[src/sv/duffing_rkf45_step_assert.svh]
// Assertion helpers for the Duffing step block.
// Both sample on clk_i and stay quiet while rst_ni is low.
`ifndef DUFFING_RKF45_STEP_ASSERT_SVH
`define DUFFING_RKF45_STEP_ASSERT_SVH

// The consequent must hold in the same cycle as the antecedent.
`define DRK_ASSERT_IMP(lbl, ante, cons, msg) \
  lbl: assert property (@(posedge clk_i) disable iff (!rst_ni) (ante) |-> (cons)) \
    else $error(msg);

// The consequent must hold in the cycle after the antecedent.
`define DRK_ASSERT_NXT(lbl, ante, cons, msg) \
  lbl: assert property (@(posedge clk_i) disable iff (!rst_ni) (ante) |=> (cons)) \
    else $error(msg);

`endif

[src/sv/drk_pkg.sv]
`timescale 1ns / 1ps
package drk_pkg;

  localparam int WORD_W       = 32;
  localparam int FRAC_W       = 24;
  localparam int CSHIFT       = 30;
  localparam int CORDIC_ITERS = 16;
  localparam int CITER_W      = $clog2(CORDIC_ITERS);
  localparam int COEF_W       = 36;
  localparam int OPB_W        = WORD_W + 1;
  localparam int PROD_W       = COEF_W + OPB_W;
  localparam int ACC_W        = 72;
  localparam int CORD_W       = 64;
  localparam int CORD_FRAC    = 61;
  localparam int Z_W          = 34;
  localparam int CFG_IDX_W    = 3;

  localparam logic signed [WORD_W-1:0] WMAX = {1'b0, {(WORD_W-1){1'b1}}};
  localparam logic signed [WORD_W-1:0] WMIN = {1'b1, {(WORD_W-1){1'b0}}};

  localparam logic signed [CORD_W-1:0] CORDIC_GAIN = 64'sd1400229935014726496;
  localparam logic [31:0] PHASE_QUARTER = 32'h4000_0000;

  // Configuration register indexes.
  localparam logic [CFG_IDX_W-1:0] REG_STEP  = 3'd0;
  localparam logic [CFG_IDX_W-1:0] REG_DAMP  = 3'd1;
  localparam logic [CFG_IDX_W-1:0] REG_FAMP  = 3'd2;
  localparam logic [CFG_IDX_W-1:0] REG_PPS   = 3'd3;
  localparam logic [CFG_IDX_W-1:0] REG_IPOS  = 3'd4;
  localparam logic [CFG_IDX_W-1:0] REG_IVEL  = 3'd5;

  localparam logic [30:0]              STEP_RST = 31'd413389;
  localparam logic signed [WORD_W-1:0] DAMP_RST = 32'sd4026532;
  localparam logic signed [WORD_W-1:0] FAMP_RST = 32'sd11408507;
  localparam logic [31:0]              PPS_RST  = 32'd28633115;
  localparam logic signed [WORD_W-1:0] IPOS_RST = 32'sd16777216;
  localparam logic signed [WORD_W-1:0] IVEL_RST = -32'sd16777216;

  // Stage four drive phase is round(12/13 of the phase advance). The quotient
  // by 13 of any 32-bit value is its product with this constant shifted right by 34.
  localparam logic [31:0] RECIP13 = 32'h4EC4_EC4F;

  // Tableau coefficients, rounded half up to 30 fraction bits.
  localparam longint P31 = 64'sd2147483648;
  localparam longint CF_1_4         = (1 * P31 + 4) / 8;
  localparam longint CF_3_32        = (3 * P31 + 32) / 64;
  localparam longint CF_9_32        = (9 * P31 + 32) / 64;
  localparam longint CF_1932_2197   = (1932 * P31 + 2197) / 4394;
  localparam longint CF_7200_2197   = (7200 * P31 + 2197) / 4394;
  localparam longint CF_7296_2197   = (7296 * P31 + 2197) / 4394;
  localparam longint CF_439_216     = (439 * P31 + 216) / 432;
  localparam longint CF_8_1         = (8 * P31 + 1) / 2;
  localparam longint CF_3680_513    = (3680 * P31 + 513) / 1026;
  localparam longint CF_845_4104    = (845 * P31 + 4104) / 8208;
  localparam longint CF_8_27        = (8 * P31 + 27) / 54;
  localparam longint CF_2_1         = (2 * P31 + 1) / 2;
  localparam longint CF_3544_2565   = (3544 * P31 + 2565) / 5130;
  localparam longint CF_1859_4104   = (1859 * P31 + 4104) / 8208;
  localparam longint CF_11_40       = (11 * P31 + 40) / 80;
  localparam longint CF_16_135      = (16 * P31 + 135) / 270;
  localparam longint CF_6656_12825  = (6656 * P31 + 12825) / 25650;
  localparam longint CF_28561_56430 = (28561 * P31 + 56430) / 112860;
  localparam longint CF_9_50        = (9 * P31 + 50) / 100;
  localparam longint CF_2_55        = (2 * P31 + 55) / 110;
  localparam longint CF_1_360       = (1 * P31 + 360) / 720;
  localparam longint CF_128_4275    = (128 * P31 + 4275) / 8550;
  localparam longint CF_2197_75240  = (2197 * P31 + 75240) / 150480;
  localparam longint CF_1_50        = (1 * P31 + 50) / 100;

  typedef struct packed {
    logic load;
    logic issue;
    logic shift30;
  } mac_cmd_t;

  // Rows 0..4 build the stage inputs, row 5 the new state, row 6 the error.
  function automatic logic signed [COEF_W-1:0] tab_coef(input logic [2:0] row,
                                                         input logic [2:0] col);
    longint v;
    v = 0;
    case ({row, col})
      6'o00: v = CF_1_4;
      6'o10: v = CF_3_32;
      6'o11: v = CF_9_32;
      6'o20: v = CF_1932_2197;
      6'o21: v = -CF_7200_2197;
      6'o22: v = CF_7296_2197;
      6'o30: v = CF_439_216;
      6'o31: v = -CF_8_1;
      6'o32: v = CF_3680_513;
      6'o33: v = -CF_845_4104;
      6'o40: v = -CF_8_27;
      6'o41: v = CF_2_1;
      6'o42: v = -CF_3544_2565;
      6'o43: v = CF_1859_4104;
      6'o44: v = -CF_11_40;
      6'o50: v = CF_16_135;
      6'o52: v = CF_6656_12825;
      6'o53: v = CF_28561_56430;
      6'o54: v = -CF_9_50;
      6'o55: v = CF_2_55;
      6'o60: v = CF_1_360;
      6'o62: v = -CF_128_4275;
      6'o63: v = -CF_2197_75240;
      6'o64: v = CF_1_50;
      6'o65: v = CF_2_55;
      default: v = 0;
    endcase
    return COEF_W'(v);
  endfunction

  // Arctangent of 2^-i in 2^-32 turns.
  function automatic logic signed [Z_W-1:0] atan_coef(input logic [4:0] idx);
    longint v;
    v = 0;
    case (idx)
      5'd0:  v = 536870912;
      5'd1:  v = 316933406;
      5'd2:  v = 167458907;
      5'd3:  v = 85004756;
      5'd4:  v = 42667331;
      5'd5:  v = 21354465;
      5'd6:  v = 10679838;
      5'd7:  v = 5340245;
      5'd8:  v = 2670163;
      5'd9:  v = 1335087;
      5'd10: v = 667544;
      5'd11: v = 333772;
      5'd12: v = 166886;
      5'd13: v = 83443;
      5'd14: v = 41722;
      5'd15: v = 20861;
      5'd16: v = 10430;
      5'd17: v = 5215;
      5'd18: v = 2608;
      5'd19: v = 1304;
      5'd20: v = 652;
      5'd21: v = 326;
      5'd22: v = 163;
      5'd23: v = 81;
      5'd24: v = 41;
      5'd25: v = 20;
      5'd26: v = 10;
      5'd27: v = 5;
      5'd28: v = 3;
      5'd29: v = 1;
      5'd30: v = 1;
      default: v = 0;
    endcase
    return Z_W'(v);
  endfunction

endpackage

[src/sv/drk_mac.sv]
`timescale 1ns / 1ps
module drk_mac import drk_pkg::*; (
  input  logic                     clk_i,
  input  logic                     rst_ni,
  input  mac_cmd_t                 cmd_i,
  input  logic signed [ACC_W-1:0]  load_i,
  input  logic signed [COEF_W-1:0] a_i,
  input  logic signed [OPB_W-1:0]  b_i,
  output logic signed [WORD_W-1:0] res_o,
  output logic                     sat_o
);

  localparam logic signed [ACC_W-1:0] HALF_30 = ACC_W'(1) <<< (CSHIFT - 1);
  localparam logic signed [ACC_W-1:0] HALF_24 = ACC_W'(1) <<< (FRAC_W - 1);

  logic signed [PROD_W-1:0] prod_q;
  logic                     pv_q;
  logic signed [ACC_W-1:0]  acc_q;
  logic signed [ACC_W-1:0]  rnd;
  logic                     fits;

  always_ff @(posedge clk_i or negedge rst_ni) begin
    if (!rst_ni) begin
      pv_q <= 1'b0;
    end else begin
      pv_q <= cmd_i.issue;
    end
  end

  // The product is registered on issue and added to the accumulator in the next cycle.
  always_ff @(posedge clk_i) begin
    if (cmd_i.issue) begin
      prod_q <= a_i * b_i;
    end
    if (cmd_i.load) begin
      acc_q <= load_i;
    end else if (pv_q) begin
      acc_q <= acc_q + ACC_W'(prod_q);
    end
  end

  always_comb begin
    if (cmd_i.shift30) begin
      rnd = (acc_q + HALF_30) >>> CSHIFT;
    end else begin
      rnd = (acc_q + HALF_24) >>> FRAC_W;
    end
    fits  = (rnd[ACC_W-1:WORD_W-1] == '0) || (rnd[ACC_W-1:WORD_W-1] == '1);
    sat_o = !fits;
    if (fits) begin
      res_o = rnd[WORD_W-1:0];
    end else if (rnd[ACC_W-1]) begin
      res_o = WMIN;
    end else begin
      res_o = WMAX;
    end
  end

endmodule

[config.mk]
export PLATFORM = sky130hd
export DESIGN_NAME = drk_mac
export DESIGN_NICKNAME = d
export VERILOG_FILES = /design/src/sv/duffing_rkf45_step_assert.svh /design/src/sv/drk_pkg.sv /design/src/sv/drk_mac.sv
export SDC_FILE = /design/constraint.sdc
export NUM_CORES = 2
export LEC_CHECK = 0
export ABC_AREA = 1
export CAP_MARGIN = 10
export CORE_MARGIN = 3
export CORE_UTILIZATION = 30
export CTS_BUF_LIST = sky130_fd_sc_hd__clkbuf_2 sky130_fd_sc_hd__clkbuf_4 sky130_fd_sc_hd__clkbuf_8
export CTS_CLUSTER_DIAMETER = 120
export CTS_CLUSTER_SIZE = 40
export DETAILED_ROUTE_END_ITERATION = 8
export DONT_BUFFER_PORTS = 1
export GPL_TIMING_DRIVEN = 0
export SETUP_SLACK_MARGIN = 0.15
export SLEW_MARGIN = 25
export SYNTH_ARGS = -nofsm -noshare
export SYNTH_HDL_FRONTEND = slang
export SYNTH_SLANG_ARGS = --single-unit
[constraint.sdc]
create_clock -name clk_i -period 2.9 [get_ports clk_i]
set_input_delay 0.145 -clock clk_i [delete_from_list [all_inputs] [get_ports clk_i]]
set_output_delay 0.145 -clock clk_i [all_outputs]
set_load 0.05 [all_outputs]
# Word-level counts from Yosys, hierarchy flattened

Cells that the tools add are included.

Add/sub/neg operators: 3
Multipliers: 1
Eq/ne operators: 1
Mux-type cells: 5
Reduce and logical (&&, ||, !) cells: 4

Operators by type and width:

| cell                   | number |
|---|---|
| $mux 72                | 3 |
| $add 72x25->72 const B | 1 |
| $add 72x31->72 const B | 1 |
| $add 72x69->72         | 1 |
| $mul 36x33->69         | 1 |
| $mux 32                | 2 |
| $eq 41x41->1 const B   | 1 |
| $logic_not 41->1       | 1 |
| $reduce_bool 2->1      | 1 |
| $logic_not 1->1        | 1 |
| $logic_or 1x1->1       | 1 |

Flip-flop bits (word level): 142
Input port bits: 146
Logic and storage cells: 17

# Logic depth before layout (Yosys ltp)

Depth in word-level cells: 5
Depth in mapped cells: 33
Depth with buffers taken out: 31

# Worst setup path after synthesis

No wires, ideal clock.

Path type: input port to flip-flop
From: in b_i[1]
To: reg prod_q[67] (data pin)
Library setup time: 259 ps
Arrival: 6,975 ps
Path slack: -4,334 ps
Cell stages on the path: 24
Path through: clkbuf_1 > clkbuf_1 > nand2_1 > inv_1 > fa_1 > fa_1 > fa_1 > fa_1 > inv_1 > fa_1 > inv_1 > fa_1 > inv_1 > fa_1 > fa_1 > inv_1 > ha_1 > nand2_1 > inv_1 > a21oi_1 > nor2_1 > a2111oi_0 > nand4_1 > xor2_1

Word-level cells in the longest chain between the ends: 1

RTL lines:

| what                 | RTL line      | source |
|---|---|---|
| start, declared      | drk_mac.sv:8  | `input logic signed [OPB_W-1:0] b_i,` |
| $mul 36x33->69       | drk_mac.sv:33 | `prod_q <= a_i * b_i;` |
| end signal, assigned | drk_mac.sv:33 |  |
| end, declared        | drk_mac.sv:16 | `logic signed [PROD_W-1:0] prod_q;` |

Every way passes these cells.
A chain may end at the register's enable or synchronous reset.

# Worst setup path in the final report

From: in a_i[35]
To: reg prod_q[57] (data pin)

Word-level cells in the longest chain between the ends: 1

RTL lines:

| what            | RTL line      | source |
|---|---|---|
| start, declared | drk_mac.sv:7  | `input logic signed [COEF_W-1:0] a_i,` |
| $mul 36x33->69  | drk_mac.sv:33 |  |

Every way passes these cells.

==> impl_metrics.env <==
export IMPL_syn_inst=7522
export IMPL_grt_pass1_wl_mm=365
export IMPL_dieArea_mm2=0.196
export IMPL_ys_top_cells_by_area="fa_1 43%, inv_1 14%, nand2_1 12%"
export IMPL_drv_cap=0
export IMPL_min_period_over_period_pct=233
export IMPL_drt_pre_antenna_iters=6
export IMPL_cts_root_buf="clkbuf_8"
export IMPL_die_h_um=443
export IMPL_drive_above_1_share_pct=27.4
export IMPL_rsz0062_at_grt="true"
export IMPL_whs_path_depth=2
export IMPL_grt_pass1_vias=53063
export IMPL_htreeDepth=4
export IMPL_wl_per_cell_um=24.6
export IMPL_critPathRequiredTime_ps=3150
export IMPL_final_instance_count_excl_fill=10646
export IMPL_synth_edf_count=141
export IMPL_worstPathMaxFanout=6
export IMPL_async_flop_share_pct=0.704
export IMPL_clock_latency_ps=510
export IMPL_violations="setup timing"
export IMPL_start_util_pct=30.3
export IMPL_nets=9815
export IMPL_relSlewSlack_pct=26.5
export IMPL_yosys_warnings=0
export IMPL_drc=0
export IMPL_cts_tree="yes"
export IMPL_core_area_mm2=0.189
export IMPL_hpwl_mm=209
export IMPL_reg2reg_depth=14
export IMPL_place_congestion=1.01
export IMPL_ant_nets=0
export IMPL_netlist_area_mm2=0.0572
export IMPL_status="finished, violations left"
export IMPL_tns_ps=-222160
export IMPL_track_usage_pct=25.5
export IMPL_vias=52979
export IMPL_grt_max_degree=71
export IMPL_hold_viol=0
export IMPL_syn_nets=9203
export IMPL_hold_path_class="in -> reg"
export IMPL_synth_cell_type_count=56
export IMPL_yosys_area_top_type="fa_1"
export IMPL_postLayoutSetupSlackWorst_ps=-3850
export IMPL_area_growth_pct=34.2
export IMPL_max_freq_mhz=148
export IMPL_dpl_cell_count=10021
export IMPL_antenna_found_initial=6
export IMPL_die_w_um=443
export IMPL_synth_most_common_cell="inv_1"
export IMPL_worst_pin_slew_ps=1100
export IMPL_finClkSkew_ps=22.4
export IMPL_cts_inserted_buffers=17
export IMPL_dr_first_iter_drc_count=5005
export IMPL_cts_sinks=142
export IMPL_finalWirelength_mm=262
export IMPL_path_class="in -> reg"
export IMPL_fin_util_pct=40.7
export IMPL_slew_violations=0
export IMPL_yosys_area_top_type_share_pct=43.3
export IMPL_rows=159
export IMPL_avgViaCountPerCell=4.98
export IMPL_avgSynthCellArea_um2=7.61
export IMPL_fin_crit_ps=6750
export IMPL_grt_overflow=0
export IMPL_cp_start_kind="input port"
export IMPL_ys_seq_area_share_pct=7.44
export IMPL_cp_end_kind="flop"
export IMPL_synth_ff_type="edfxtp_1"
export IMPL_io_buffers=0
export IMPL_synthTopCellsByCount="2127 x inv_1, 1894 x nand2_1, 1239 x fa_1, 447 x nor2_1, 297 x clkbuf_1"
export IMPL_clock_path_buffers=2
export IMPL_clkTransAtPathRegs_ps=90
export IMPL_final_setup_viol_count=98
export IMPL_worstPathArrival_ps=7010
export IMPL_ioPinCount=179
export IMPL_synth_seq_cells=142
==> metal layers <==
| metal | vias up | global-route usage [%] | routed length [µm] |
|---|---|---|---|
| li1 | 22948 | - | - |
| met2 | 2752 | 40.0 | 116000 |
| met4 | 0 | 11.2 | 15300 |
| met1 | 26715 | 33.7 | 103000 |
| met5 | - | 0 | 0 |
| met3 | 564 | 5.96 | 27100 |
==> placed cells by master (no fill, tap or decap), types with 33 or more instances in the layout <==
cell type      instances
edfxtp_1             141
nor2_4               139
inv_1               1902
nor2_1               233
o21ai_0               81
a21oi_2              111
a21oi_1               86
nor2_2               109
or2_2                 33
nand2_4               95
ha_1                 146
xor2_1                51
inv_2                209
a21oi_4               45
o21ai_2               43
xnor2_1               37
nand2_2              146
buf_4                398
ha_4                 143
nand4_1               52
nand3_2               36
buf_6                120
o21ai_1               47
fa_1                1148
nand3_1              121
fa_2                  91
buf_12                37
clkbuf_4              39
nand2_1             1657
clkbuf_8             101
clkbuf_16             84
dlygate4sd3_1         71
==> cell families after synthesis <==
kind of cell             synth area share [%]
buffers and inverters                    16.0
AO/OA/AOI/OAI                            5.34
multiplexers                           0.0175
flip-flops                               7.44
adder cells (fa/ha/maj)                  49.8
AND/OR/NAND/NOR                          19.6
XOR/XNOR                                 1.73
==> sequential cells by signal (all words and copies together), names as in the netlist <==
signal / flops
acc_q: 72
prod_q: 69
pv_q: 1
==> per-stage QoR <==
stage | area, µm² | hold slack [ps] | worst slack, ps
3_3_place_gp | 62400 | -150 | -6340
5_1_grt | 76800 | 21.1 | -3980
3_5_place_dp | 62500 | -150 | -5900
4_1_cts | 68600 | 4.62 | -3750
2_1_floorplan | 59300 | -151 | -4020
6_report | 76800 | 38.9 | -3850
==> worst paths after layout <==
| path | end | slack, ps | start |
|---|---|---|---|
| max | prod_q[57] | -3850 | a_i[35] |
| min | acc_q[66] | 40 | load_i[66] |
| max reg2reg | acc_q[69] | -120 | acc_q[55] |
| min reg2reg | acc_q[0] | 710 | acc_q[0] |
| max in group asynchronous | pv_q | 2370 | rst_ni |
| min in group asynchronous | pv_q | 410 | rst_ni |
==> repair_timing <==
item	CTS	global route
setup endpoints to repair	153	157
hold endpoints to repair	138	1
buffers inserted	160	349
pin swaps	237	483
gates cloned	2	7
hold buffers	71	1
gates resized for setup	809	1471
==> worst max-delay path: stages <==
cell and delay [ps]:
clkbuf_16 140, clkbuf_16 180, nand2_4 70, inv_2 50, fa_1 570, fa_1 460, fa_2 620, buf_12 170
buf_4 120, fa_1 420, fa_1 550, fa_2 450, fa_1 520, inv_2 60, fa_2 630, inv_2 60
ha_4 290, nand2_2 90, nor2_4 180, inv_4 80, nor4_4 360, nand3_1 130, o211ai_1 200, buf_4 190
nand2_2 60, nand2_2 80, xor2_2 80
==> layout make-up <==
type | instances | area, µm²
Antenna cell | 4 | 10.0
Multi-Input combinational cell | 4942 | 50900
Timing Repair Buffer | 592 | 5490
Fill cell | 18915 | 112000
Buffer | 303 | 4490
Clock inverter | 15 | 188
Tap cell | 2495 | 3120
Sequential cell | 142 | 4260
Inverter | 2136 | 8090
Clock buffer | 17 | 234
Power is left out: the tool's default activity adds up to more than one toggle a clock period on the data nets, which glitch-free logic cannot reach.
