===== config.mk =====
export PLATFORM = sky130hd
export DESIGN_NAME = drk_cordic
export DESIGN_NICKNAME = d
export VERILOG_FILES = /design/src/sv/duffing_rkf45_step_assert.svh /design/src/sv/drk_pkg.sv /design/src/sv/drk_cordic.sv
export SDC_FILE = /design/constraint.sdc
export NUM_CORES = 1
export LEC_CHECK = 0
export BUFFER_PORTS_ARGS = -buffer_cell sky130_fd_sc_hd__buf_2
export CAP_MARGIN = 20
export CORE_ASPECT_RATIO = 1.5
export CORE_UTILIZATION = 45
export CTS_BUF_LIST = sky130_fd_sc_hd__clkbuf_4 sky130_fd_sc_hd__clkbuf_8
export DETAILED_ROUTE_END_ITERATION = 8
export SYNTH_ARGS = -nofsm -noshare
export SYNTH_HDL_FRONTEND = slang
export SYNTH_SLANG_ARGS = --single-unit
export TNS_END_PERCENT = 1

===== constraint.sdc =====
create_clock -name clk_i -period 24.8 [get_ports clk_i]
set_clock_uncertainty 0.15 [all_clocks]
set_input_delay 2.48 -clock clk_i [delete_from_list [all_inputs] [get_ports clk_i]]
set_output_delay 2.48 -clock clk_i [all_outputs]
set_load 0.05 [all_outputs]

===== src/sv/duffing_rkf45_step_assert.svh =====
// Assertion helpers for the Duffing step block.
// Both sample on clk_i and stay quiet while rst_ni is low.
`ifndef DUFFING_RKF45_STEP_ASSERT_SVH
`define DUFFING_RKF45_STEP_ASSERT_SVH

// The consequent must hold in the same cycle as the antecedent.
`define DRK_ASSERT_IMP(lbl, ante, cons, msg) \
  lbl: assert property (@(posedge clk_i) disable iff (!rst_ni) (ante) |-> (cons)) \
    else $error(msg);

// The consequent must hold in the cycle after the antecedent.
`define DRK_ASSERT_NXT(lbl, ante, cons, msg) \
  lbl: assert property (@(posedge clk_i) disable iff (!rst_ni) (ante) |=> (cons)) \
    else $error(msg);

`endif


===== src/sv/drk_pkg.sv =====
`timescale 1ns / 1ps
package drk_pkg;

  localparam int WORD_W       = 32;
  localparam int FRAC_W       = 24;
  localparam int CSHIFT       = 30;
  localparam int CORDIC_ITERS = 16;
  localparam int CITER_W      = $clog2(CORDIC_ITERS);
  localparam int COEF_W       = 36;
  localparam int OPB_W        = WORD_W + 1;
  localparam int PROD_W       = COEF_W + OPB_W;
  localparam int ACC_W        = 72;
  localparam int CORD_W       = 64;
  localparam int CORD_FRAC    = 61;
  localparam int Z_W          = 34;
  localparam int CFG_IDX_W    = 3;

  localparam logic signed [WORD_W-1:0] WMAX = {1'b0, {(WORD_W-1){1'b1}}};
  localparam logic signed [WORD_W-1:0] WMIN = {1'b1, {(WORD_W-1){1'b0}}};

  localparam logic signed [CORD_W-1:0] CORDIC_GAIN = 64'sd1400229935014726496;
  localparam logic [31:0] PHASE_QUARTER = 32'h4000_0000;

  // Configuration register indexes.
  localparam logic [CFG_IDX_W-1:0] REG_STEP  = 3'd0;
  localparam logic [CFG_IDX_W-1:0] REG_DAMP  = 3'd1;
  localparam logic [CFG_IDX_W-1:0] REG_FAMP  = 3'd2;
  localparam logic [CFG_IDX_W-1:0] REG_PPS   = 3'd3;
  localparam logic [CFG_IDX_W-1:0] REG_IPOS  = 3'd4;
  localparam logic [CFG_IDX_W-1:0] REG_IVEL  = 3'd5;

  localparam logic [30:0]              STEP_RST = 31'd413389;
  localparam logic signed [WORD_W-1:0] DAMP_RST = 32'sd4026532;
  localparam logic signed [WORD_W-1:0] FAMP_RST = 32'sd11408507;
  localparam logic [31:0]              PPS_RST  = 32'd28633115;
  localparam logic signed [WORD_W-1:0] IPOS_RST = 32'sd16777216;
  localparam logic signed [WORD_W-1:0] IVEL_RST = -32'sd16777216;

  // Stage four drive phase is round(12/13 of the phase advance). The quotient
  // by 13 of any 32-bit value is its product with this constant shifted right by 34.
  localparam logic [31:0] RECIP13 = 32'h4EC4_EC4F;

  // Tableau coefficients, rounded half up to 30 fraction bits.
  localparam longint P31 = 64'sd2147483648;
  localparam longint CF_1_4         = (1 * P31 + 4) / 8;
  localparam longint CF_3_32        = (3 * P31 + 32) / 64;
  localparam longint CF_9_32        = (9 * P31 + 32) / 64;
  localparam longint CF_1932_2197   = (1932 * P31 + 2197) / 4394;
  localparam longint CF_7200_2197   = (7200 * P31 + 2197) / 4394;
  localparam longint CF_7296_2197   = (7296 * P31 + 2197) / 4394;
  localparam longint CF_439_216     = (439 * P31 + 216) / 432;
  localparam longint CF_8_1         = (8 * P31 + 1) / 2;
  localparam longint CF_3680_513    = (3680 * P31 + 513) / 1026;
  localparam longint CF_845_4104    = (845 * P31 + 4104) / 8208;
  localparam longint CF_8_27        = (8 * P31 + 27) / 54;
  localparam longint CF_2_1         = (2 * P31 + 1) / 2;
  localparam longint CF_3544_2565   = (3544 * P31 + 2565) / 5130;
  localparam longint CF_1859_4104   = (1859 * P31 + 4104) / 8208;
  localparam longint CF_11_40       = (11 * P31 + 40) / 80;
  localparam longint CF_16_135      = (16 * P31 + 135) / 270;
  localparam longint CF_6656_12825  = (6656 * P31 + 12825) / 25650;
  localparam longint CF_28561_56430 = (28561 * P31 + 56430) / 112860;
  localparam longint CF_9_50        = (9 * P31 + 50) / 100;
  localparam longint CF_2_55        = (2 * P31 + 55) / 110;
  localparam longint CF_1_360       = (1 * P31 + 360) / 720;
  localparam longint CF_128_4275    = (128 * P31 + 4275) / 8550;
  localparam longint CF_2197_75240  = (2197 * P31 + 75240) / 150480;
  localparam longint CF_1_50        = (1 * P31 + 50) / 100;

  typedef struct packed {
    logic load;
    logic issue;
    logic shift30;
  } mac_cmd_t;

  // Rows 0..4 build the stage inputs, row 5 the new state, row 6 the error.
  function automatic logic signed [COEF_W-1:0] tab_coef(input logic [2:0] row,
                                                         input logic [2:0] col);
    longint v;
    v = 0;
    case ({row, col})
      6'o00: v = CF_1_4;
      6'o10: v = CF_3_32;
      6'o11: v = CF_9_32;
      6'o20: v = CF_1932_2197;
      6'o21: v = -CF_7200_2197;
      6'o22: v = CF_7296_2197;
      6'o30: v = CF_439_216;
      6'o31: v = -CF_8_1;
      6'o32: v = CF_3680_513;
      6'o33: v = -CF_845_4104;
      6'o40: v = -CF_8_27;
      6'o41: v = CF_2_1;
      6'o42: v = -CF_3544_2565;
      6'o43: v = CF_1859_4104;
      6'o44: v = -CF_11_40;
      6'o50: v = CF_16_135;
      6'o52: v = CF_6656_12825;
      6'o53: v = CF_28561_56430;
      6'o54: v = -CF_9_50;
      6'o55: v = CF_2_55;
      6'o60: v = CF_1_360;
      6'o62: v = -CF_128_4275;
      6'o63: v = -CF_2197_75240;
      6'o64: v = CF_1_50;
      6'o65: v = CF_2_55;
      default: v = 0;
    endcase
    return COEF_W'(v);
  endfunction

  // Arctangent of 2^-i in 2^-32 turns.
  function automatic logic signed [Z_W-1:0] atan_coef(input logic [4:0] idx);
    longint v;
    v = 0;
    case (idx)
      5'd0:  v = 536870912;
      5'd1:  v = 316933406;
      5'd2:  v = 167458907;
      5'd3:  v = 85004756;
      5'd4:  v = 42667331;
      5'd5:  v = 21354465;
      5'd6:  v = 10679838;
      5'd7:  v = 5340245;
      5'd8:  v = 2670163;
      5'd9:  v = 1335087;
      5'd10: v = 667544;
      5'd11: v = 333772;
      5'd12: v = 166886;
      5'd13: v = 83443;
      5'd14: v = 41722;
      5'd15: v = 20861;
      5'd16: v = 10430;
      5'd17: v = 5215;
      5'd18: v = 2608;
      5'd19: v = 1304;
      5'd20: v = 652;
      5'd21: v = 326;
      5'd22: v = 163;
      5'd23: v = 81;
      5'd24: v = 41;
      5'd25: v = 20;
      5'd26: v = 10;
      5'd27: v = 5;
      5'd28: v = 3;
      5'd29: v = 1;
      5'd30: v = 1;
      default: v = 0;
    endcase
    return Z_W'(v);
  endfunction

endpackage


===== src/sv/drk_cordic.sv =====
`timescale 1ns / 1ps
module drk_cordic import drk_pkg::*; (
  input  logic                     clk_i,
  input  logic                     rst_ni,
  input  logic                     start_i,
  input  logic [31:0]              phase_i,
  output logic                     done_o,
  output logic signed [WORD_W-1:0] cos_o,
  output logic                     sat_o
);

  localparam int RSH = CORD_FRAC - FRAC_W;
  localparam logic signed [CORD_W:0] HALF = (CORD_W + 1)'(1) <<< (RSH - 1);

  logic                     busy_q, done_q, neg_q;
  logic [CITER_W-1:0]       iter_q;
  logic signed [CORD_W-1:0] x_q, y_q, xs, ys;
  logic signed [Z_W-1:0]    z_q, at;
  logic [31:0]              fold;
  logic signed [CORD_W:0]   xr;
  logic signed [WORD_W-1:0] c;
  logic                     c_sat;

  // Shift by a quarter turn; phases from a quarter to three quarters of a turn flip the sign.
  assign fold = phase_i + PHASE_QUARTER;
  assign xs   = x_q >>> iter_q;
  assign ys   = y_q >>> iter_q;
  assign at   = atan_coef(5'(iter_q));

  always_ff @(posedge clk_i or negedge rst_ni) begin
    if (!rst_ni) begin
      busy_q <= 1'b0;
      done_q <= 1'b0;
      iter_q <= '0;
    end else begin
      done_q <= 1'b0;
      if (start_i) begin
        busy_q <= 1'b1;
        iter_q <= '0;
      end else if (busy_q) begin
        if (iter_q == CITER_W'(CORDIC_ITERS - 1)) begin
          busy_q <= 1'b0;
          done_q <= 1'b1;
        end else begin
          iter_q <= iter_q + 1'b1;
        end
      end
    end
  end

  always_ff @(posedge clk_i) begin
    if (start_i) begin
      neg_q <= fold[31];
      x_q   <= CORDIC_GAIN;
      y_q   <= '0;
      z_q   <= Z_W'(signed'({phase_i[31] ^ fold[31], phase_i[30:0]}));
    end else if (busy_q) begin
      if (!z_q[Z_W-1]) begin
        x_q <= x_q - ys;
        y_q <= y_q + xs;
        z_q <= z_q - at;
      end else begin
        x_q <= x_q + ys;
        y_q <= y_q - xs;
        z_q <= z_q + at;
      end
    end
  end

  always_comb begin
    xr    = ((CORD_W + 1)'(x_q) + HALF) >>> RSH;
    c_sat = !((xr[CORD_W:WORD_W-1] == '0) || (xr[CORD_W:WORD_W-1] == '1));
    if (!c_sat) begin
      c = xr[WORD_W-1:0];
    end else if (xr[CORD_W]) begin
      c = WMIN;
    end else begin
      c = WMAX;
    end
    sat_o = c_sat;
    cos_o = c;
    if (neg_q) begin
      if (c == WMIN) begin
        cos_o = WMAX;
        sat_o = 1'b1;
      end else begin
        cos_o = -c;
      end
    end
  end

  assign done_o = done_q;

endmodule


; ---- After elaboration in Yosys (flattened, before gate mapping)
; Memories as Yosys holds them, arrays and structs flattened.
; Cells that the tools add are included.
; W data, S select, Z words.
[word_totals]
wordCells = 50
in_bits = 35
mem_bits_ro = 480
output_inout_bits = 34
n_memories = 1
register_bits = 169
[memory_table]
columns = memory, depth, word_bits, read_ports, rd_clocked_by_memory_dff, write_ports, line
row1 = (name not given), 16, 30, 1, 0, 0, drk_pkg.sv:116  ; case (idx)
[classes]
n_reduce_logical = 5
muxes = 20
eq_ne = 4
shift = 2
bitwise = 1
add_sub_neg = 10
[ops]
columns = cell, n
row1 = $add A64 B64 Y64, 2
row2 = $mux W32, 4
row3 = $mux W64, 2
row4 = $sshr A64 B4 Y64, 2
row5 = $sub A64 B64 Y64, 2
row6 = $mux W34, 3
row7 = $add A64 B38 Y65 const B, 1
row8 = $add A34 B34 Y34, 1
row9 = $eq A34 B34 Y1 const B, 1
row10 = $logic_not A34 Y1, 1
row11 = $sub A34 B34 Y34, 1
row12 = $add A32 B31 Y32 const B, 1
row13 = $eq A32 B32 Y1 const B, 1
row14 = $neg A32 Y32, 1
row15 = $mux W4, 3
row16 = $mux W1, 8
row17 = $add A4 B1 Y4 const B, 1
row18 = $eq A4 B4 Y1 const B, 1
row19 = $ne A2 B2 Y1 const B, 1
row20 = $reduce_and A2 Y1, 1
row21 = $reduce_bool A2 Y1, 1
row22 = $logic_not A1 Y1, 1
row23 = $logic_or A1 B1 Y1, 1
row24 = $xor A1 B1 Y1, 1

; ---- Logic depth before layout (Yosys ltp)
[logic_depth]
depth_word = 7
depth_mapped = 38
depth_no_buf = 27

; ---- Worst setup path after synthesis
; No wires, ideal clock.
[synth_timing]
path_kind = register to register
start = register iter_q[2]
end = register y_q[63]
setup_ns = 0.123
synth_period_minus_slack_ns = 7.994
arrival_time_ns = 7.721
path_stages_with_launch = 38
required_time_ns = 24.527
setup_slack_ns = 16.806
path_buffers = 13
path_cell_list = dfrtp_1 buf_2 buf_4 buf_2 buf_6 buf_4 buf_4 buf_2 buf_2 buf_2 clkbuf_1 clkbuf_1 buf_2 buf_1 nand2_1 o21ai_0 ha_1 a21boi_0 (+2 left out) and2_0 nor2b_1 nor2b_1 nor2_1 xor2_1 ha_1 a21o_1 a21o_1 a21oi_1 o21ai_0 a21oi_1 nor2b_1 a311o_1 a31oi_1 o31ai_1 a221oi_1 mux2i_1 mux2_1
[synth_between]
elab_chain_len = 3
word_cells_on_any_way = 4
cone_classes = add/sub (2) / shift (1) / mux (1)
[synth_rtl]
columns = item, line
row1 = start: declaration, drk_cordic.sv:16  ; logic [CITER_W-1:0] iter_q;
row2 = start signal: assignment, drk_cordic.sv:45  ; iter_q <= iter_q + 1'b1;
row3 = $sshr A64 B4 Y64 *, drk_cordic.sv:26  ; assign xs = x_q >>> iter_q;
row4 = $add A64 B64 Y64 / $sub A64 B64 Y64 (equally long branches), "drk_cordic.sv:60, drk_cordic.sv:64"
row5 = $mux W64 *, drk_cordic.sv:58  ; if (!z_q[Z_W-1]) begin
row6 = end signal: assignment, drk_cordic.sv:60  ; y_q <= y_q + xs;
row7 = end signal: assignment, drk_cordic.sv:64  ; y_q <= y_q - xs;
row8 = end: declaration, drk_cordic.sv:17  ; logic signed [CORD_W-1:0] x_q, y_q, xs, ys;
; Every way passes the cells marked *; elsewhere a longest branch is shown, timed or not.
; A chain may end at the register's enable or synchronous reset.

; ---- Worst setup path in the final report
[layout_timing]
start = register iter_q[1]
end = register x_q[60]
[layout_between]
elab_chain_len = 3
word_cells_on_any_way = 4
cone_classes = add/sub (2) / shift (1) / mux (1)
[layout_rtl]
columns = item, line
row1 = $sshr A64 B4 Y64 *, drk_cordic.sv:27  ; assign ys = y_q >>> iter_q;
row2 = $sub A64 B64 Y64 / $add A64 B64 Y64 (equally long branches), "drk_cordic.sv:59, drk_cordic.sv:63"
row3 = $mux W64 *, drk_cordic.sv:58
row4 = end signal: assignment, drk_cordic.sv:59  ; x_q <= x_q - ys;
row5 = end signal: assignment, drk_cordic.sv:63  ; x_q <= x_q + ys;
row6 = end: declaration, drk_cordic.sv:17
; Marks and branches as above.

==> flow_metrics.tcl <==
set metrics [dict create \
    htreeDepth 4 \
    coreArea_um2 61200 \
    yosysSeqAreaShare_pct 13.5 \
    cts_resized 0 \
    worstPathMaxFanout 72 \
    rows 111 \
    numCtsBuffers 17 \
    grt_overflow 0 \
    grt_max_degree 95 \
    setup_tns_ns 0 \
    hold_buffers 0 \
    drive_gt1_share_pct 10.1 \
    timing.fmax_mhz 108 \
    syn_area_per_cell_um2 7.76 \
    grt_pass1_vias 25737 \
    worst_pin_slew_ns 1.12 \
    synth.distinct_cells 102 \
    insertion_delay_ns 0.61 \
    drtAntennaViolNets 0 \
    synth_top_area_share_pct 10.8 \
    synth-main-ff-cell "dfxtp_1" \
    dieArea_um2 63200 \
    via_per_inst 6.27 \
    cts_tree "built" \
    syn_inst 3605 \
    clk_path_buf_depth 2 \
    synth_edf_count 35 \
    ys_ff_latch 169 \
    hp-class "flop to flop" \
    arrival_ns 9.65 \
    start_util_pct 45.7 \
    synth_area_um2 28000 \
    path_class "flop to flop" \
    hold_viol 0 \
    area_growth_pct 2.92 \
    cts_setup_buffers 0 \
    min_from "x_q[2]" \
    place_hpwl_mm 70.5 \
    synthTopCellsByArea "mux4_2, dfxtp_1, ha_1, xnor2_1, a21oi_1" \
    crit_path_end_kind "flop" \
    drc 0 \
    cts.sinks 169 \
    r2r_start "iter_q[1]" \
    fin_nets 3703 \
    synth_warnings 0 \
    drt-pass1-iter-count 6 \
    worst_setup_path_start_kind "flop" \
    grtUsageTotal_pct 29.1 \
    cap_viol_max_count 0 \
    wire_per_inst_um 21.5 \
    io_buffers 67 \
    cts_root_buffer "clkbuf_8" \
    drt_wl_total_mm 91.9 \
    ys_async_sr_fraction_pct 3.55 \
    slew_violations 0 \
    rsz0062_at_grt "no" \
    antenna_found_initial 1 \
    setup_viol 0 \
    run_status "finished, final reports clean" \
    die_y_um 307 \
    io_pins 69 \
    fp.dieW_um 206 \
    syn_nets 3831 \
    cp.required_ns 25.16 \
    fin_crit_ns 9.30 \
    drtIter0Drc 1930 \
    fin_crit_sh_pct 37.5 \
    hold_depth 2 \
    via_count 26834 \
    r2r-end "x_q[60]" \
    synth_largest_area_cell "mux4_2" \
    gp_congestion 0.945 \
    worst-r2r-setup-slack_ns 15.50 \
    holdPathEnd "x_q[2]" \
    slew_headroom_pct 25.2 \
    worst-r2r-cell-count 23 \
    grt_pass1_wl_mm 142 \
    clk_pin_slew_worst_paths_ns 0.12 \
]
how the worst max path moves through the flow:
| stage | from | to | depth (start not counted) | slack (ns) |
|---|---|---|---|---|
| after floorplan | iter_q[2] | y_q[63] | 37 | 16.81 |
| after global placement | iter_q[1] | x_q[60] | 23 | 15.71 |
| after detailed placement | iter_q[1] | x_q[60] | 23 | 15.55 |
| after CTS | iter_q[1] | x_q[60] | 23 | 15.51 |
| after global routing | iter_q[1] | x_q[60] | 23 | 14.82 |
| final | iter_q[1] | x_q[60] | 23 | 15.50 |
synth_stat cells, types with 128 or more instances:
library cell / instances
dfxtp_1: 128
a21o_1: 129
nand2_1: 418
mux2i_1: 161
o21ai_0: 240
mux4_2: 134
a21oi_1: 331
nor2_1: 334
clkbuf_1: 128
xor2_1: 143
ha_1: 188
xnor2_1: 212
metrics by stage:
step                      setup WS, ns  std cells  utilization [%]  area (µm²)  hold slack [ns]
after floorplan                  16.81       3605                -       28000            0.316
final                            15.50       4282             47.0       28800            0.387
after detailed placement         15.55       4249             46.3       28400            0.374
after CTS                        15.51       4281             47.0       28800            0.390
after global routing             14.82       4282             47.0       28800            0.415
after global placement           15.71       4249             46.3       28400            0.365
critical path, stage by stage, from the launching register on:
cell and delay (ns):
dfrtp_4 0.86, buf_4 0.72, buf_4 0.94, mux4_2 0.65, mux2i_1 0.31, mux2i_1 0.16, or4_1 0.64, nand4bb_1 0.26
and2b_1 0.34, nor2b_1 0.22, and3b_1 0.20, nor2_1 0.06, xnor2_1 0.16, ha_1 0.39, nand3_1 0.16, or3_1 0.39
or2_2 0.33, a2111oi_0 0.61, o211ai_1 0.19, a31oi_1 0.37, or4b_1 0.50, a32oi_1 0.16, a31oi_1 0.05, or3_1 0.30
registers in the layout, summed over array words and instances, names as in the netlist:
register,flops
busy_q,1
done_o,1
y_q,64
x_q,64
z_q,34
iter_q,4
neg_q,1
final cells by class:
cell class	instances	area, µm²
clock buffers	18	241
multi-input cells	3118	22700
flip-flops and latches	169	3780
well taps	791	990
fillers	6271	32500
repair buffers	97	567
inverters	74	283
clock inverters	14	179
diodes	1	2.50
metal layers:
layer | track usage (%) | up-vias | wire length [µm]
met4 | 20.4 | 0 | 6830
met3 | 3.69 | 287 | 3630
met5 | 0 | - | 0
met2 | 53.7 | 847 | 47800
li1 | - | 12979 | -
met1 | 29.9 | 12721 | 33700
cell families after synthesis:
kind of cell / count (synthesis) / synth area share (%)
and+or+nand+nor: 1190 / 19.7
AOI/OAI and AO/OA: 1038 / 23.1
xor gates and xnor gates: 355 / 11.1
muxes: 343 / 18.7
buffers and inverters: 318 / 5.25
adders and majority gates: 191 / 8.63
DFF: 169 / 13.5
other: 1 / 0.0134
cells in the final DEF, fill, tap and decap left out, types with 93 or more instances in the layout:
master   count
nand3_1     93
xnor2_1    212
dfxtp_1    128
nand2_1    418
a21o_1     129
o21ai_0    240
ha_1       188
mux2i_1    161
nor2_1     333
mux4_2     134
xor2_1     143
a21oi_1    331
Power is left out: the tool's default activity adds up to more than one toggle a clock period on the data nets, which glitch-free logic cannot reach.
